==> src/design/q8bd_pkg.sv <==
// ---------------------------------------------------------------------------
// q8bd_pkg: shared constant and function of the block dequantizer
// Half to single widening; BF16 product rounding is in the dequantizer module.
// ---------------------------------------------------------------------------
package q8bd_pkg;

  localparam int unsigned ValuesPerBlockDflt = 32;

  // Widen an FP16 pattern to FP32 exactly (subnormals normalized).
  function automatic logic [31:0] half_to_single(input logic [15:0] h);
    logic [4:0]  expo;
    logic [10:0] frac;
    logic [7:0]  e;
    logic [3:0]  steps;
    expo  = h[14:10];
    frac  = {1'b0, h[9:0]};
    steps = 4'd0;
    e     = 8'd0;
    if (expo == 5'd0) begin
      if (h[9:0] == 10'd0) begin
        return {h[15], 31'd0};
      end
      for (int i = 9; i >= 0; i--) begin
        if (frac[i] && steps == 4'd0) steps = 4'(10 - i);
      end
      frac = frac << steps;
      e    = 8'd113 - {4'd0, steps};
      return {h[15], e, frac[9:0], 13'd0};
    end
    if (expo == 5'h1f) begin
      return {h[15], 8'hff, h[9:0], 13'd0};
    end
    e = {3'd0, expo} + 8'd112;
    return {h[15], e, h[9:0], 13'd0};
  endfunction

endpackage

==> src/design/q8_block_dequantize_bf16.sv <==
// ---------------------------------------------------------------------------
// q8_block_dequantize_bf16: 8-bit block-quantized bytes to BF16 values
// Byte stream of scale-prefixed blocks in, one BF16 value per data byte out.
// ---------------------------------------------------------------------------
// One byte is taken per cycle while the output is not stalled. Each block is
// two scale bytes (FP16, low byte first) followed by VALUES_PER_BLOCK signed
// int8 values; scale bytes give no result, each value byte gives one BF16
// result (scale * q, round to nearest even). The accepted byte and the
// widened scale sit in the stage 1 register; product and rounding are
// combinational from there into the output register. The pipeline, and with
// it in_ready_o, holds only while the output register is full and not taken.
// last_in_block_o marks the final value of a block, last_in_job_o the final
// value of block number blocks_in_job (never when that register is zero).
module q8_block_dequantize_bf16
  import q8bd_pkg::*;
#(
  parameter int unsigned VALUES_PER_BLOCK = ValuesPerBlockDflt
) (
  input  logic        clk_i,
  input  logic        rst_ni,
  input  logic        cfg_we_i,
  input  logic [15:0] cfg_wdata_i,
  input  logic        in_valid_i,
  output logic        in_ready_o,
  input  logic [7:0]  data_byte_i,
  output logic        out_valid_o,
  input  logic        out_ready_i,
  output logic [15:0] value_bf16_o,
  output logic        last_in_block_o,
  output logic        last_in_job_o
);

  localparam int unsigned PosW = $clog2(VALUES_PER_BLOCK + 2);
  localparam logic [PosW-1:0] LastPos = PosW'(VALUES_PER_BLOCK + 1);

  logic [15:0]       blocks_in_job_q;
  logic [PosW-1:0]   pos_q;
  logic [7:0]        scale_lo_q;
  logic [15:0]       scale_q;
  logic [15:0]       done_q;

  // stage 1 register: value byte, widened scale, flags
  logic              s1_valid_q;
  logic [7:0]        s1_byte_q;
  logic [31:0]       s1_scale_q;
  logic              s1_lblk_q, s1_ljob_q;

  logic              out_valid_q;
  logic [15:0]       out_val_q;
  logic              out_lblk_q, out_ljob_q;

  logic              adv;
  logic              in_acc;
  logic              is_val;
  logic              lblk, ljob;

  assign adv        = !out_valid_q || out_ready_i;
  assign in_ready_o = adv;
  assign in_acc     = in_valid_i && in_ready_o;
  assign is_val     = pos_q > PosW'(1);
  assign lblk       = (pos_q == LastPos);
  assign ljob       = lblk && (blocks_in_job_q != 16'd0) && (done_q + 16'd1 == blocks_in_job_q);

  // configuration register
  always_ff @(posedge clk_i or negedge rst_ni) begin
    if (!rst_ni) begin
      blocks_in_job_q <= 16'd0;
    end else if (cfg_we_i) begin
      blocks_in_job_q <= cfg_wdata_i;
    end
  end

  // block position, scale capture and block count
  always_ff @(posedge clk_i or negedge rst_ni) begin
    if (!rst_ni) begin
      pos_q      <= '0;
      scale_lo_q <= 8'd0;
      scale_q    <= 16'd0;
      done_q     <= 16'd0;
    end else if (in_acc) begin
      if (pos_q == PosW'(0)) begin
        scale_lo_q <= data_byte_i;
        pos_q      <= PosW'(1);
      end else if (pos_q == PosW'(1)) begin
        scale_q <= {data_byte_i, scale_lo_q};
        pos_q   <= PosW'(2);
      end else if (lblk) begin
        pos_q  <= '0;
        done_q <= ljob ? 16'd0 : done_q + 16'd1;
      end else begin
        pos_q <= pos_q + PosW'(1);
      end
    end
  end

  // stage 1
  always_ff @(posedge clk_i or negedge rst_ni) begin
    if (!rst_ni) begin
      s1_valid_q <= 1'b0;
    end else if (adv) begin
      s1_valid_q <= in_acc && is_val;
    end
  end

  always_ff @(posedge clk_i) begin
    if (adv) begin
      s1_byte_q  <= data_byte_i;
      s1_scale_q <= half_to_single(scale_q);
      s1_lblk_q  <= lblk;
      s1_ljob_q  <= ljob;
    end
  end

  // product: 24-bit mantissa times 7-bit magnitude (-128 as a shift), normalize, round to BF16
  logic        qneg, psign;
  logic [6:0]  qmag;
  logic [23:0] mant;
  logic [30:0] prod;
  logic [7:0]  e;
  logic [4:0]  lz;
  logic [30:0] norm;
  logic [31:0] pb;
  logic [31:0] rnd;
  logic [15:0] res_d;

  always_comb begin
    qneg  = s1_byte_q[7];
    psign = s1_scale_q[31] ^ qneg;
    qmag  = qneg ? 7'(8'd0 - s1_byte_q) : s1_byte_q[6:0];
    mant  = {1'b1, s1_scale_q[22:0]};
    prod  = {7'd0, mant} * {24'd0, (s1_byte_q == 8'h80) ? 7'd0 : qmag};
    if (s1_byte_q == 8'h80) prod = {mant, 7'd0};
    lz = 5'd0;
    for (int i = 23; i <= 30; i++) begin
      if (prod[i]) lz = 5'(i - 23);
    end
    norm = prod >> lz;
    e    = s1_scale_q[30:23] + {3'd0, lz};
    pb   = {psign, e, norm[22:0]};
    rnd  = pb + 32'h7fff + {31'd0, pb[16]};
    if (s1_scale_q[30:23] == 8'hff) begin
      if (s1_scale_q[22:0] != 23'd0) res_d = s1_scale_q[31:16] | 16'h0040;
      else if (s1_byte_q == 8'd0)    res_d = 16'h7fc0;
      else                           res_d = {psign, 15'h7f80};
    end else if (s1_byte_q == 8'd0 || s1_scale_q[30:0] == 31'd0) begin
      res_d = {psign, 15'd0};
    end else begin
      res_d = rnd[31:16];
    end
  end

  // output register
  always_ff @(posedge clk_i or negedge rst_ni) begin
    if (!rst_ni) begin
      out_valid_q <= 1'b0;
    end else if (adv) begin
      out_valid_q <= s1_valid_q;
    end
  end

  always_ff @(posedge clk_i) begin
    if (adv) begin
      out_val_q  <= res_d;
      out_lblk_q <= s1_lblk_q;
      out_ljob_q <= s1_ljob_q;
    end
  end

  assign out_valid_o     = out_valid_q;
  assign value_bf16_o    = out_val_q;
  assign last_in_block_o = out_lblk_q;
  assign last_in_job_o   = out_ljob_q;

  // checks
  a_job_in_block: assert property (@(posedge clk_i) disable iff (!rst_ni)
    out_valid_q |-> (!out_ljob_q || out_lblk_q))
    else $error("job end without block end");
  a_hold: assert property (@(posedge clk_i) disable iff (!rst_ni)
    (out_valid_q && !out_ready_i) |=> (out_valid_q && $stable(out_val_q)))
    else $error("stalled result changed");
  a_pos_range: assert property (@(posedge clk_i) disable iff (!rst_ni)
    pos_q <= LastPos)
    else $error("position out of range");
  // any NaN result leaves as a quiet NaN
  a_nan_quiet: assert property (@(posedge clk_i) disable iff (!rst_ni)
    (out_valid_q && out_val_q[14:7] == 8'hff && out_val_q[6:0] != 7'd0)
      |-> out_val_q[6])
    else $error("signaling NaN on output");

endmodule
==> config.mk <==
export PLATFORM = sky130hd
export DESIGN_NAME = q8_block_dequantize_bf16
export DESIGN_NICKNAME = d
export VERILOG_FILES = /design/src/design/q8bd_pkg.sv /design/src/design/q8_block_dequantize_bf16.sv
export SDC_FILE = /design/constraint.sdc
export NUM_CORES = 1
export LEC_CHECK = 0
export BUFFER_PORTS_ARGS = -buffer_cell sky130_fd_sc_hd__clkbuf_2
export CORE_MARGIN = 1
export CORE_UTILIZATION = 45
export CTS_CLUSTER_DIAMETER = 30
export CTS_CLUSTER_SIZE = 12
export DETAILED_ROUTE_END_ITERATION = 8
export GPL_ROUTABILITY_DRIVEN = 0
export HOLD_SLACK_MARGIN = 0.02
export PLACE_DENSITY = 0.71
export SLEW_MARGIN = 0
export SYNTH_ARGS = -nofsm -noshare
export SYNTH_HDL_FRONTEND = slang
export SYNTH_SLANG_ARGS = --single-unit
==> constraint.sdc <==
create_clock -name clk_i -period 10.2 [get_ports clk_i]
set_input_delay 2.04 -clock clk_i [delete_from_list [all_inputs] [get_ports clk_i]]
set_output_delay 2.04 -clock clk_i [all_outputs]
set_load 0.01 [all_outputs]
Word level (Yosys, flattened, before mapping)
Cells that the tools add are included.

Reductions and logical operators: 35. Shifts and indexed selects: 2. Bitwise operators: 3. Muxes and demuxes: 72. Multipliers: 1. Add/sub/neg operators: 8. Eq/ne operators: 6. Order comparisons: 1.

Operators with widths (number): two-way mux 32 bit (6); two-way mux 4 bit (39); two-way mux 16 bit (5); zero test 4 bit (9); adder 32 x 1 -> 32 bit (1); adder 32 x 15 -> 32 bit (second input constant) (1); zero test 31 bit (1); multiplier 24 x 7 -> 31 bit (1); two-way mux 31 bit (1); >> shifter 31 x 5 -> 23 bit (1); two-way mux 5 bit (6); nonzero test 23 bit (1); two-way mux 6 bit (3); adder 16 x 1 -> 16 bit (second input constant) (1); == test 16 bit (1); == test 8 bit (second input constant) (2); nonzero test 16 bit (1); two-way mux 7 bit (2); logical AND 1 bit (13); zero test 10 bit (1); two-way mux 1 bit (10); << shifter 10 x 4 -> 10 bit (1); adder 5 x 7 -> 8 bit (second input constant) (1); adder 8 x 5 -> 8 bit (1); 17 further kinds (19).

Logic and storage cells: 142. Output and inout bits: 20. Register bits after elaboration: 124.

Depth between registers and ports, before layout
Gate-level depths: netlist of run 1.

Depth in word-level cells: 67. Depth in mapped cells: 39.

Worst setup path after synthesis of run 1
OpenSTA, ideal clock, no wires.

Path type: register -> register. Start: reg s1_byte_q[0]. End: reg out_val_q[14] (netlist: value_bf16_o[14]), data pin. Setup time: 0.261 ns. Cell stages (with the launch flop): 38. Data required time: 9.939 ns. Period minus slack after synthesis: 8.536 ns. Setup slack: 1.664 ns. Arrival: 8.275 ns. Buffers on the path: 3. Path through: edfxtp_1 > inv_1 > ha_1 > or3b_4 > or3_1 > nand4b_1 > nand2_1 > clkbuf_1 > and2_1 > fa_1 > inv_1 > fa_1 > inv_1 > fa_1 > inv_1 > fa_1 > inv_1 > ha_1 > (+2 left out) > a211oi_1 > nor3_1 > o31ai_1 > o21ba_2 > o211a_4 > inv_4 > buf_12 > buf_6 > ha_1 > fa_1 > a21o_1 > nand2_1 > xor2_1 > nand3b_1 > nor4_2 > nand4_2 > mux2i_1 > a311o_1.

Word-level cells in the longest chain between the ends: 17. Elaborated cells between the ends (all ways): 21. Classes of those cells: add/sub (4); mul (1); eq/ne (1); shift (1); mux (12); reduce/logical (2).

Ends and longest elaborated chain: start, declared (line q8_block_dequantize_bf16.sv:44) `logic [7:0] s1_byte_q;`; start signal, assigned (line q8_block_dequantize_bf16.sv:107) `s1_byte_q <= data_byte_i;`; subtractor 1 x 7 -> 7 bit (line q8_block_dequantize_bf16.sv:129) `qmag = qneg ? 7'(8'd0 - s1_byte_q) : s1_byte_q[6:0];`; two-way mux 7 bit (line q8_block_dequantize_bf16.sv:129); two-way mux 7 bit (line q8_block_dequantize_bf16.sv:131) `prod = {7'd0, mant} * {24'd0, (s1_byte_q == 8'h80) ? 7'd0 : qmag};`; multiplier 24 x 7 -> 31 bit (line q8_block_dequantize_bf16.sv:131); two-way mux 31 bit (line q8_block_dequantize_bf16.sv:132) `if (s1_byte_q == 8'h80) prod = {mant, 7'd0};`; two-way mux 1 bit (line q8_block_dequantize_bf16.sv:135) `if (prod[i]) lz = 5'(i - 23);`; two-way mux 5 bit (6 in a row) (line q8_block_dequantize_bf16.sv:135); adder 8 x 5 -> 8 bit or >> shifter 31 x 5 -> 23 bit (tied branches) (line q8_block_dequantize_bf16.sv:138, q8_block_dequantize_bf16.sv:137); adder 32 x 15 -> 32 bit (line q8_block_dequantize_bf16.sv:140) `rnd = pb + 32'h7fff + {31'd0, pb[16]};`; adder 32 x 1 -> 32 bit (line q8_block_dequantize_bf16.sv:140); two-way mux 16 bit (*) (line q8_block_dequantize_bf16.sv:145) `end else if (s1_byte_q == 8'd0 || s1_scale_q[30:0] == 31'd0) begin`; two-way mux 16 bit (*) (line q8_block_dequantize_bf16.sv:141) `if (s1_scale_q[30:23] == 8'hff) begin`; net res_d[14] (line q8_block_dequantize_bf16.sv:124) `logic [15:0] res_d;`; end signal, assigned (line q8_block_dequantize_bf16.sv:163) `out_val_q <= res_d;`; end, declared (line q8_block_dequantize_bf16.sv:49) `logic [15:0] out_val_q;`.

The timed path passes the listed nets; every way through them passes the cells marked *. A chain may end at the register's enable or synchronous reset.

Worst setup path in the final report of run 1
Ends and elaborated chain as after synthesis.

==> results of run 1 <==
-- registers in the layout (all words and copies together), names as in the netlist, 6 cells and up --
name / flops
scale_lo_q: 8
pos_q: 6
done_q: 16
s1_byte_q: 8
blocks_in_job_q: 16
s1_scale_q: 18
value_bf16_o: 16
scale_q: 16
-- path summary, 6_finish.rpt --
kind / slack, ns / from / endpoint / cells after the start
min in group asynchronous: 1.83 / rst_ni / blocks_in_job_q[15] / 2
min: 0.43 / s1_lblk_q / last_in_block_o / 0
min reg2reg: 0.43 / s1_lblk_q / last_in_block_o / 0
max reg2reg: 0.67 / s1_byte_q[0] / value_bf16_o[14] / 33
max in group asynchronous: 7.80 / rst_ni / scale_q[13] / 2
max: 0.67 / s1_byte_q[0] / value_bf16_o[14] / 33
-- cells in the mapped netlist (9+ instances only) --
cell type,instances
sky130_fd_sc_hd__nand2b_1,17
sky130_fd_sc_hd__a21o_1,11
sky130_fd_sc_hd__fa_1,45
sky130_fd_sc_hd__nand4_1,13
sky130_fd_sc_hd__and2_1,44
sky130_fd_sc_hd__nand3_1,29
sky130_fd_sc_hd__inv_1,72
sky130_fd_sc_hd__a211oi_1,10
sky130_fd_sc_hd__dfrtp_1,64
sky130_fd_sc_hd__and3_1,16
sky130_fd_sc_hd__nor4_1,15
sky130_fd_sc_hd__nor3_1,20
sky130_fd_sc_hd__clkbuf_1,33
sky130_fd_sc_hd__mux2_2,43
sky130_fd_sc_hd__edfxtp_1,46
sky130_fd_sc_hd__ha_1,45
sky130_fd_sc_hd__o21ai_0,52
sky130_fd_sc_hd__o31ai_1,9
sky130_fd_sc_hd__or3_1,14
sky130_fd_sc_hd__nand2_1,106
sky130_fd_sc_hd__xor2_1,14
sky130_fd_sc_hd__nor2_1,58
sky130_fd_sc_hd__a21oi_1,42
sky130_fd_sc_hd__o211ai_1,9
sky130_fd_sc_hd__mux2i_1,27
sky130_fd_sc_hd__xnor2_1,41
-- routing by layer --
layer  vias up  global-route usage (%)  share of wire [%]
met5         -                       0                  0
met4         0                    7.06                2.8
met3        50                    3.40                5.3
met2       254                    35.3                 47
met1      3664                    26.9                 45
li1       3677                       -                  -
-- stage by stage --
step	util, %	setup slack [ns]	hold WS, ns	cells	cell area, sq um
floorplan	-	1.66	0.400	1019	9550
global placement	48.6	1.04	0.404	1300	9960
detailed placement	48.6	0.757	0.409	1300	9960
CTS	49.9	0.734	0.432	1316	10200
global route	49.9	0.0834	0.435	1316	10200
finish	49.9	0.665	0.427	1316	10200
-- final cells by class --
type                            instances  area [sq um]
Clock buffer                           11           233
Fill cell                            1893         10300
Sequential cell                       110          2980
Timing Repair Buffer                   56           300
Tap cell                              270           338
Multi-Input combinational cell        790          6060
Clock inverter                          5          42.5
Inverter                               74           280
-- cells in the final DEF, fill, tap and decap left out, drive strengths merged, types with 15 or more instances in the layout --
master | netlist | layout
nor2 | 59 | 59
nand3 | 31 | 31
a21oi | 42 | 42
mux2i | 27 | 27
nor3 | 23 | 23
fa | 45 | 45
ha | 45 | 45
or3 | 15 | 15
mux2 | 44 | 44
inv | 74 | 76
o21ai | 58 | 58
nand2b | 17 | 17
nor4 | 19 | 19
clkbuf | 33 | 59
nand2 | 107 | 107
dfrtp | 64 | 64
xnor2 | 41 | 41
and2 | 44 | 44
edfxtp | 46 | 46
and3 | 16 | 16
-- logic make-up after synthesis --
group / synth area share (%)
simple gates: 20.4
fa+ha+maj: 15.3
compound gates: 14.6
mux: 8.06
xor+xnor: 5.05
flops: 31.2
buf+inv: 5.31
==> insert_results.sql, run 1 <==
INSERT INTO impl_metrics (metric_group, metric, value, unit) VALUES
('run_status', 'run_status', 'finished clean', ''),
('min_path', 'hp-class', 'register to register', ''),
('logic_synthesis', 'synthesized_instance_count', '1019', ''),
('route', 'route.vias.total', '7645', ''),
('timing', 'grt_setup_unrepaired', 'false', ''),
('clock_tree', 'postCtsResizedCells', '0', ''),
('route', 'via_per_inst', '5.81', ''),
('clock_tree', 'post_cts.repair.setup_buffers', '0', ''),
('floorplan', 'core', '0.0205', 'sq mm'),
('route', 'drc', '0', ''),
('global_route', 'antenna_found_initial', '0', ''),
('route', 'route.detailed.wl_per_inst', '16.9', 'um'),
('finish', 'post_route_cells_drive_above_1_share', '14.1', '%'),
('timing', 'finalSetupViolations', '0', ''),
('global_route', 'grtUsageTotal', '20.8', '%'),
('worst_setup_path', 'arrival', '9.64', 'ns'),
('timing', 'worstMarginPinSlew', '1.10', 'ns'),
('logic_synthesis', 'syn-cell-area', '0.00955', 'sq mm'),
('logic_synthesis', 'ys_warn_count', '0', ''),
('floorplan', 'die_area', '0.0218', 'sq mm'),
('worst_setup_path', 'worstPathMaxFanout', '22', ''),
('logic_synthesis', 'ys_ff_latch', '110', ''),
('logic_synthesis', 'synth_enable_flop_cells', '46', ''),
('logic_synthesis', 'synth-async-reset-ratio', '58.2', '%'),
('timing', 'fmax', '105', 'MHz'),
('placed_design', 'portBuffers', '48', ''),
('run', 'total_of_max_cap_violations', '0', ''),
('timing', 'report.final.slew_viol_count', '0', ''),
('worst_setup_path', 'slowest_delay', '0.78', 'ns'),
('clock_tree', 'number_of_buffers_created_by_cts', '9', ''),
('clock_tree', 'clock_latency_on_the_worst_skew_pair', '0.36', 'ns'),
('worst_setup_path', 'critical-path-slowest-cell', 'sky130_fd_sc_hd__o31ai_1', ''),
('worst_setup_path', 'crit_path_start_kind', 'register', ''),
('global_route', 'first_global_vias', '7448', ''),
('global_route', 'grt_pass1_wl', '36700', 'um'),
('global_route', 'globalRoute.totalOverflow', '0', ''),
('route', 'route.antenna.remaining_nets', '0', ''),
('logic_synthesis', 'postSynthNetCount', '1138', ''),
('floorplan', 'ioPinCount', '49', ''),
('route', 'dr.pass1.iters', '6', ''),
('route', 'drtIter0Drc', '643', ''),
('clock_tree', 'cts.reportedPaths.clkPinSlew', '0.07', 'ns'),
('floorplan', 'num_rows', '52', ''),
('worst_setup_path', 'cp-end-kind', 'register', ''),
('logic_synthesis', 'avgSynthCellArea', '9.37', 'sq um'),
('clock_tree', 'cts_tree', 'built', ''),
('logic_synthesis', 'synth_largest_type_area_fraction', '16.8', '%'),
('logic_synthesis', 'synth_top_area_cell', 'sky130_fd_sc_hd__dfrtp_1', ''),
('timing', 'setup_total_negative_slack', '0', 'ns'),
('finish', 'area_delta_synth_final', '7.22', '%'),
('timing', 'maxSlewHeadroom', '25.9', '%'),
('timing', 'timing_hold_violations_final', '0', ''),
('clock_tree', 'hold_buffers', '0', ''),
('worst_setup_path', 'crit_family', 'adder cells', ''),
('logic_synthesis', 'cell_types_with_the_largest_area_share_after_synthesis', 'sky130_fd_sc_hd__dfrtp_1 17%, sky130_fd_sc_hd__edfxtp_1 14%, sky130_fd_sc_hd__fa_1 9.4%', ''),
('clock_tree', 'ctsRootBufferMaster', 'sky130_fd_sc_hd__clkbuf_16', ''),
('timing', 'fin_crit', '9.53', 'ns'),
('finish', 'final_net_count', '1160', ''),
('logic_synthesis', 'synth_flop_cell', 'sky130_fd_sc_hd__dfrtp_1', ''),
('clock_tree', 'cts.sinks', '110', ''),
('floorplan', 'die-height', '148', 'um'),
('placed_design', 'dp_hpwl', '16800', 'um'),
('clock_tree', 'max-clock-path-buffers', '2', ''),
('timing', 'final.period_utilization', '93.5', '%'),
('worst_setup_path', 'critical_path_class', 'register to register', ''),
('logic_synthesis', 'ys_types', '83', ''),
('floorplan', 'dieWidth', '148', 'um'),
('finish', 'antenna_diode_count', '0', ''),
('logic_synthesis', 'synth-seq-area-share', '31.2', '%'),
('worst_setup_path', 'worst-path-buf-inv', '6', ''),
('clock_tree', 'htree_num_levels', '3', ''),
('worst_setup_path', 'critical_path_required', '10.30', 'ns'),
('global_route', 'grt_start_max_net_pins', '65', ''),
('floorplan', 'initial_core_util', '46.6', '%'),
('route', 'wirelength', '22200', 'um'),
('timing', 'clock-skew-final', '0.0128', 'ns');
Power of run 1 is not shown: default switching activity piles up to over one toggle a cycle in this logic, so the estimate is an artifact.
==> run 2, diff against run 1 <==
- ABC_CLOCK_PERIOD_IN_PS: not set -> 10200
- CORE_UTILIZATION: 45 -> 56
- PLACE_DENSITY: 0.71 -> 0.83
==> insert_results.sql, run 2 (synthesized netlist as in run 1, its figures left out) <==
INSERT INTO impl_metrics (metric_group, metric, value, unit) VALUES
('global_route', 'antenna_found_initial', '0', ''),
('route', 'route.antenna.remaining_nets', '0', ''),
('worst_setup_path', 'slowest_delay', '0.74', 'ns'),
('global_route', 'grtUsageTotal', '26.6', '%'),
('route', 'route.vias.total', '7831', ''),
('finish', 'largest_register_ffs', '18', ''),
('timing', 'fmax', '105', 'MHz'),
('finish', 'most-common-layout-cells', '106 x sky130_fd_sc_hd__nand2_1, 72 x sky130_fd_sc_hd__inv_1, 64 x sky130_fd_sc_hd__dfrtp_1, 58 x sky130_fd_sc_hd__nor2_1, 52 x sky130_fd_sc_hd__o21ai_0', ''),
('worst_setup_path', 'crit_path_frequent_cell', 'sky130_fd_sc_hd__inv_1', ''),
('worst_setup_path', 'critical_path_required', '10.31', 'ns'),
('finish', 'regMostFlops', 's1_scale_q', ''),
('floorplan', 'initial_core_util', '57.6', '%'),
('route', 'drc', '0', ''),
('clock_tree', 'cts_tree', 'built', ''),
('floorplan', 'num_rows', '47', ''),
('clock_tree', 'postCtsResizedCells', '0', ''),
('worst_setup_path', 'critical_path_class', 'register to register', ''),
('placed_design', 'dp_hpwl', '16600', 'um'),
('run_status', 'run_status', 'finished clean', ''),
('finish', 'mostFrequentLayoutCell', 'sky130_fd_sc_hd__nand2_1', ''),
('run', 'total_of_max_cap_violations', '0', ''),
('timing', 'finalSetupViolations', '0', ''),
('clock_tree', 'post_cts.repair.setup_buffers', '0', ''),
('floorplan', 'ioPinCount', '49', ''),
('global_route', 'grt_start_max_net_pins', '65', ''),
('floorplan', 'die-height', '133', 'um'),
('clock_tree', 'cts.reportedPaths.clkPinSlew', '0.07', 'ns'),
('timing', 'layout_setup_ws', '0.643', 'ns'),
('timing', 'worstMarginPinSlew', '1.04', 'ns'),
('timing', 'clock-skew-final', '0.00906', 'ns'),
('worst_setup_path', 'arrival', '9.67', 'ns'),
('clock_tree', 'htree_num_levels', '3', ''),
('route', 'route.detailed.wl_per_inst', '17.7', 'um'),
('clock_tree', 'clock_latency_on_the_worst_skew_pair', '0.36', 'ns'),
('clock_tree', 'cts.sinks', '110', ''),
('clock_tree', 'ctsRootBufferMaster', 'sky130_fd_sc_hd__clkbuf_16', ''),
('timing', 'setup_total_negative_slack', '0', 'ns'),
('global_route', 'first_global_vias', '7674', ''),
('floorplan', 'dieWidth', '133', 'um'),
('worst_setup_path', 'cp-end-kind', 'register', ''),
('route', 'wirelength', '22400', 'um'),
('worst_setup_path', 'worstPathMaxFanout', '11', ''),
('clock_tree', 'hold_buffers', '0', ''),
('finish', 'post_route_cells_drive_above_1_share', '13.9', '%'),
('finish', 'final_net_count', '1158', ''),
('timing', 'maxSlewHeadroom', '29.6', '%'),
('global_route', 'global_route_met3_utilization', '3.64', '%'),
('finish', 'final.fill_count', '1378', ''),
('worst_setup_path', 'critical-path-slowest-cell', 'sky130_fd_sc_hd__nor4_2', ''),
('global_route', 'grt_use_met2', '44.1', '%'),
('global_route', 'busiest_layer_in_global_routing', 'met2', ''),
('route', 'via_per_inst', '6.20', ''),
('timing', 'final.period_utilization', '93.7', '%'),
('route', 'drtIter0Drc', '704', ''),
('clock_tree', 'max-clock-path-buffers', '2', ''),
('global_route', 'globalRoute.totalOverflow', '0', ''),
('finish', 'area_delta_synth_final', '6.41', '%'),
('timing', 'timing_hold_violations_final', '0', ''),
('worst_setup_path', 'crit_path_start_kind', 'register', ''),
('floorplan', 'core', '0.0166', 'sq mm'),
('timing', 'report.final.slew_viol_count', '0', ''),
('min_path', 'hp-class', 'register to register', ''),
('finish', 'antenna_diode_count', '0', ''),
('global_route', 'grt_pass1_wl', '37600', 'um'),
('placed_design', 'portBuffers', '48', ''),
('timing', 'fin_crit', '9.56', 'ns'),
('timing', 'grt_setup_unrepaired', 'false', ''),
('route', 'dr.pass1.iters', '5', ''),
('floorplan', 'die_area', '0.0176', 'sq mm'),
('clock_tree', 'number_of_buffers_created_by_cts', '9', ''),
('placed_design', 'post-place-ws', '0.814', 'ns'),
('global_route', 'grtUsageMet1', '35.5', '%');
## run 2: cell count changes in the layout (fill, tap and decap cells not counted), sizes merged
cell / delta
clkinvlp: +2
clkbuf: -1
clkinv: -1
buf: -2
## run 2: cell type report
type                       count  area [sq um]  share of cell area [%]
inverter                      74           280                    2.76
clock inverter                 6          46.3                   0.456
multi-input combinational    790          6060                    59.6
sequential                   110          2980                    29.4
clock buffer                  10           229                    2.25
timing repair buffer          54           285                    2.81
tap                          220           275                    2.71
## run 2: metrics by stage
step | cell area, sq um | instances | utilization [%] | hold WS [ns]
2_1_floorplan | 9550 | 1019 | - | 0.400
3_3_place_gp | 9880 | 1248 | 59.6 | 0.403
3_5_place_dp | 9880 | 1248 | 59.6 | 0.411
4_1_cts | 10200 | 1264 | 61.2 | 0.429
5_1_grt | 10200 | 1264 | 61.2 | 0.444
6_report | 10200 | 1264 | 61.2 | 0.425
## run 2: path summary, 6_finish.rpt
kind | slack, ns | endpoint | start | cells past startpoint
min | 0.42 | last_in_job_o | s1_ljob_q | 0
max reg2reg | 0.64 | value_bf16_o[14] | s1_byte_q[0] | 30
max | 0.64 | value_bf16_o[14] | s1_byte_q[0] | 30
min in group asynchronous | 1.84 | blocks_in_job_q[12] | rst_ni | 2
max in group asynchronous | 7.81 | scale_q[9] | rst_ni | 2
min reg2reg | 0.42 | last_in_job_o | s1_ljob_q | 0
## run 2: critical path, delay by kind of cell, from the launching register on
kind            cells  cell delay (ns)
simple gates        9             3.42
fa+ha+maj           6             2.49
compound gates      7             2.03
buf+inv             6             0.47
mux                 2             0.46
flops               1             0.44
## run 2: per-layer routing
layer	routed length, um	up-vias
met5	0	-
met4	637	0
met3	1420	61
met2	10700	311
met1	9610	3800
li1	-	3659
Power of run 2 is left out for the same reason.
==> run 3, diff against run 2 <==
- ABC_CLOCK_PERIOD_IN_PS: 10200 -> 11800
- clock period: 10.2 -> 11.8 ns (I/O delays scaled with it)
==> insert_results.sql, run 3 (synthesized netlist as in run 1, its figures left out) <==
INSERT INTO impl_metrics (metric_group, metric, value, unit) VALUES
('clock_tree', 'cts.reportedPaths.clkPinSlew', '0.07', 'ns'),
('clock_tree', 'post_cts.repair.setup_buffers', '0', ''),
('clock_tree', 'number_of_buffers_created_by_cts', '9', ''),
('worst_setup_path', 'worst-r2r-setup-slack', '2.29', 'ns'),
('finish', 'final_util', '61.4', '%'),
('run_status', 'run_status', 'finished clean', ''),
('finish', 'post_route_cells_drive_above_1_share', '14.0', '%'),
('worst_setup_path', 'slowest_delay', '0.64', 'ns'),
('placed_design', 'dp_hpwl', '16400', 'um'),
('finish', 'most-common-layout-cells', '106 x sky130_fd_sc_hd__nand2_1, 72 x sky130_fd_sc_hd__inv_1, 64 x sky130_fd_sc_hd__dfrtp_1, 58 x sky130_fd_sc_hd__nor2_1, 52 x sky130_fd_sc_hd__o21ai_0', ''),
('clock_tree', 'postCtsResizedCells', '0', ''),
('timing', 'worstMarginPinSlew', '1.05', 'ns'),
('worst_setup_path', 'worstPathMaxFanout', '11', ''),
('timing', 'fmax', '105', 'MHz'),
('clock_tree', 'max-clock-path-buffers', '2', ''),
('floorplan', 'die-height', '133', 'um'),
('clock_tree', 'cts_tree', 'built', ''),
('min_path', 'hold_depth', '0', ''),
('finish', 'largest_register_ffs', '18', ''),
('route', 'wirelength', '22100', 'um'),
('placed_design', 'placedInstanceArea', '0.00988', 'sq mm'),
('clock_tree', 'cts.sinks', '110', ''),
('timing', 'timing_hold_violations_final', '0', ''),
('placed_design', 'portBuffers', '48', ''),
('finish', 'area_delta_synth_final', '6.65', '%'),
('timing', 'report.final.slew_viol_count', '0', ''),
('worst_setup_path', 'critical-path-slowest-cell', 'sky130_fd_sc_hd__o31ai_1', ''),
('route', 'route.antenna.remaining_nets', '0', ''),
('finish', 'regMostFlops', 's1_scale_q', ''),
('timing', 'grt_setup_unrepaired', 'false', ''),
('finish', 'antenna_diode_count', '0', ''),
('finish', 'mostFrequentLayoutCell', 'sky130_fd_sc_hd__nand2_1', ''),
('floorplan', 'initial_core_util', '57.6', '%'),
('clock_tree', 'htree_num_levels', '3', ''),
('placed_design', 'post_placement_cell_count', '1248', ''),
('worst_setup_path', 'crit_path_frequent_cell', 'sky130_fd_sc_hd__inv_1', ''),
('timing', 'setup_total_negative_slack', '0', 'ns'),
('worst_setup_path', 'timing.reg2reg.worst_path_depth', '32', ''),
('min_path', 'hp-class', 'register to register', ''),
('floorplan', 'die_area', '0.0176', 'sq mm'),
('timing', 'fin_crit', '9.51', 'ns'),
('run', 'total_of_max_cap_violations', '0', ''),
('worst_setup_path', 'cp-end-kind', 'register', ''),
('global_route', 'grtUsageTotal', '26.2', '%'),
('worst_setup_path', 'crit_path_start_kind', 'register', ''),
('global_route', 'antenna_found_initial', '0', ''),
('worst_setup_path', 'arrival', '9.61', 'ns'),
('finish', 'layout.cells.non_filler', '1264', ''),
('floorplan', 'core', '0.0166', 'sq mm'),
('global_route', 'grt_pass1_wl', '37100', 'um'),
('timing', 'clock-skew-final', '0.0104', 'ns'),
('worst_setup_path', 'r2r-start', 's1_byte_q[0]', ''),
('route', 'route.detailed.wl_per_inst', '17.5', 'um'),
('clock_tree', 'ctsRootBufferMaster', 'sky130_fd_sc_hd__clkbuf_16', ''),
('timing', 'final.period_utilization', '80.6', '%'),
('worst_setup_path', 'critical_path_required', '11.90', 'ns'),
('worst_setup_path', 'worstReg2RegEnd', 'value_bf16_o[14]', ''),
('min_path', 'min_from', 's1_ljob_q', ''),
('floorplan', 'ioPinCount', '49', ''),
('clock_tree', 'clock_latency_on_the_worst_skew_pair', '0.35', 'ns'),
('floorplan', 'num_rows', '47', ''),
('global_route', 'grt_start_max_net_pins', '65', ''),
('clock_tree', 'hold_buffers', '0', ''),
('finish', 'final_net_count', '1158', ''),
('worst_setup_path', 'critical_path_class', 'register to register', ''),
('route', 'via_per_inst', '6.26', ''),
('route', 'drtIter0Drc', '819', ''),
('global_route', 'globalRoute.totalOverflow', '0', ''),
('min_path', 'holdPathEnd', 'last_in_job_o', ''),
('timing', 'maxSlewHeadroom', '29.9', '%'),
('finish', 'final_design_area_no_fill', '0.0102', 'sq mm'),
('route', 'drc', '0', ''),
('timing', 'finalSetupViolations', '0', ''),
('floorplan', 'dieWidth', '133', 'um'),
('finish', 'final.fill_count', '1366', ''),
('route', 'dr.pass1.iters', '6', ''),
('global_route', 'first_global_vias', '7692', ''),
('route', 'route.vias.total', '7916', '');
[run 3: cell type report]
cell class | count | area (sq um) | area share, %
clock inverters | 7 | 72.6 | 0.713
well taps | 220 | 275 | 2.70
clock buffers | 9 | 225 | 2.21
flip-flops and latches | 110 | 2980 | 29.3
inverters | 74 | 280 | 2.75
multi-input cells | 790 | 6060 | 59.5
repair buffers | 54 | 285 | 2.80
[run 3: worst max-delay path by stage]
stage / start / to / slack [ns]
after global routing: s1_byte_q[0] / value_bf16_o[14] / 1.54
after detailed placement: s1_byte_q[0] / value_bf16_o[14] / 2.41
after floorplan: s1_byte_q[0] / value_bf16_o[14] / 3.26
after global placement: s1_byte_q[0] / value_bf16_o[14] / 2.72
after CTS: s1_byte_q[0] / value_bf16_o[14] / 2.39
final: s1_byte_q[0] / value_bf16_o[14] / 2.29
[run 3: routing by layer]
metal,track usage [%],vias to the layer above,share of wire (%)
met5,0,-,0
met4,10.9,0,3.4
met3,3.60,68,7.7
met2,43.8,384,48
met1,34.4,3791,41
li1,-,3673,-
[run 3: metrics by stage]
| step | hold slack (ns) | setup WS [ns] |
|---|---|---|
| final | 0.427 | 2.29 |
| after global routing | 0.444 | 1.54 |
| after CTS | 0.427 | 2.39 |
| after detailed placement | 0.412 | 2.41 |
| after global placement | 0.403 | 2.72 |
| after floorplan | 0.400 | 3.26 |
[run 3: worst max-delay path, delay by kind of cell, from the launching register on]
kind,cells,cell delay (ns)
DFF,1,0.45
and+or+nand+nor,10,2.50
muxes,1,0.19
AOI/OAI and AO/OA,8,2.64
buffers and inverters,5,0.33
adders and majority gates,7,2.90
xor gates and xnor gates,1,0.24
Power of run 3 is left out for the same reason.
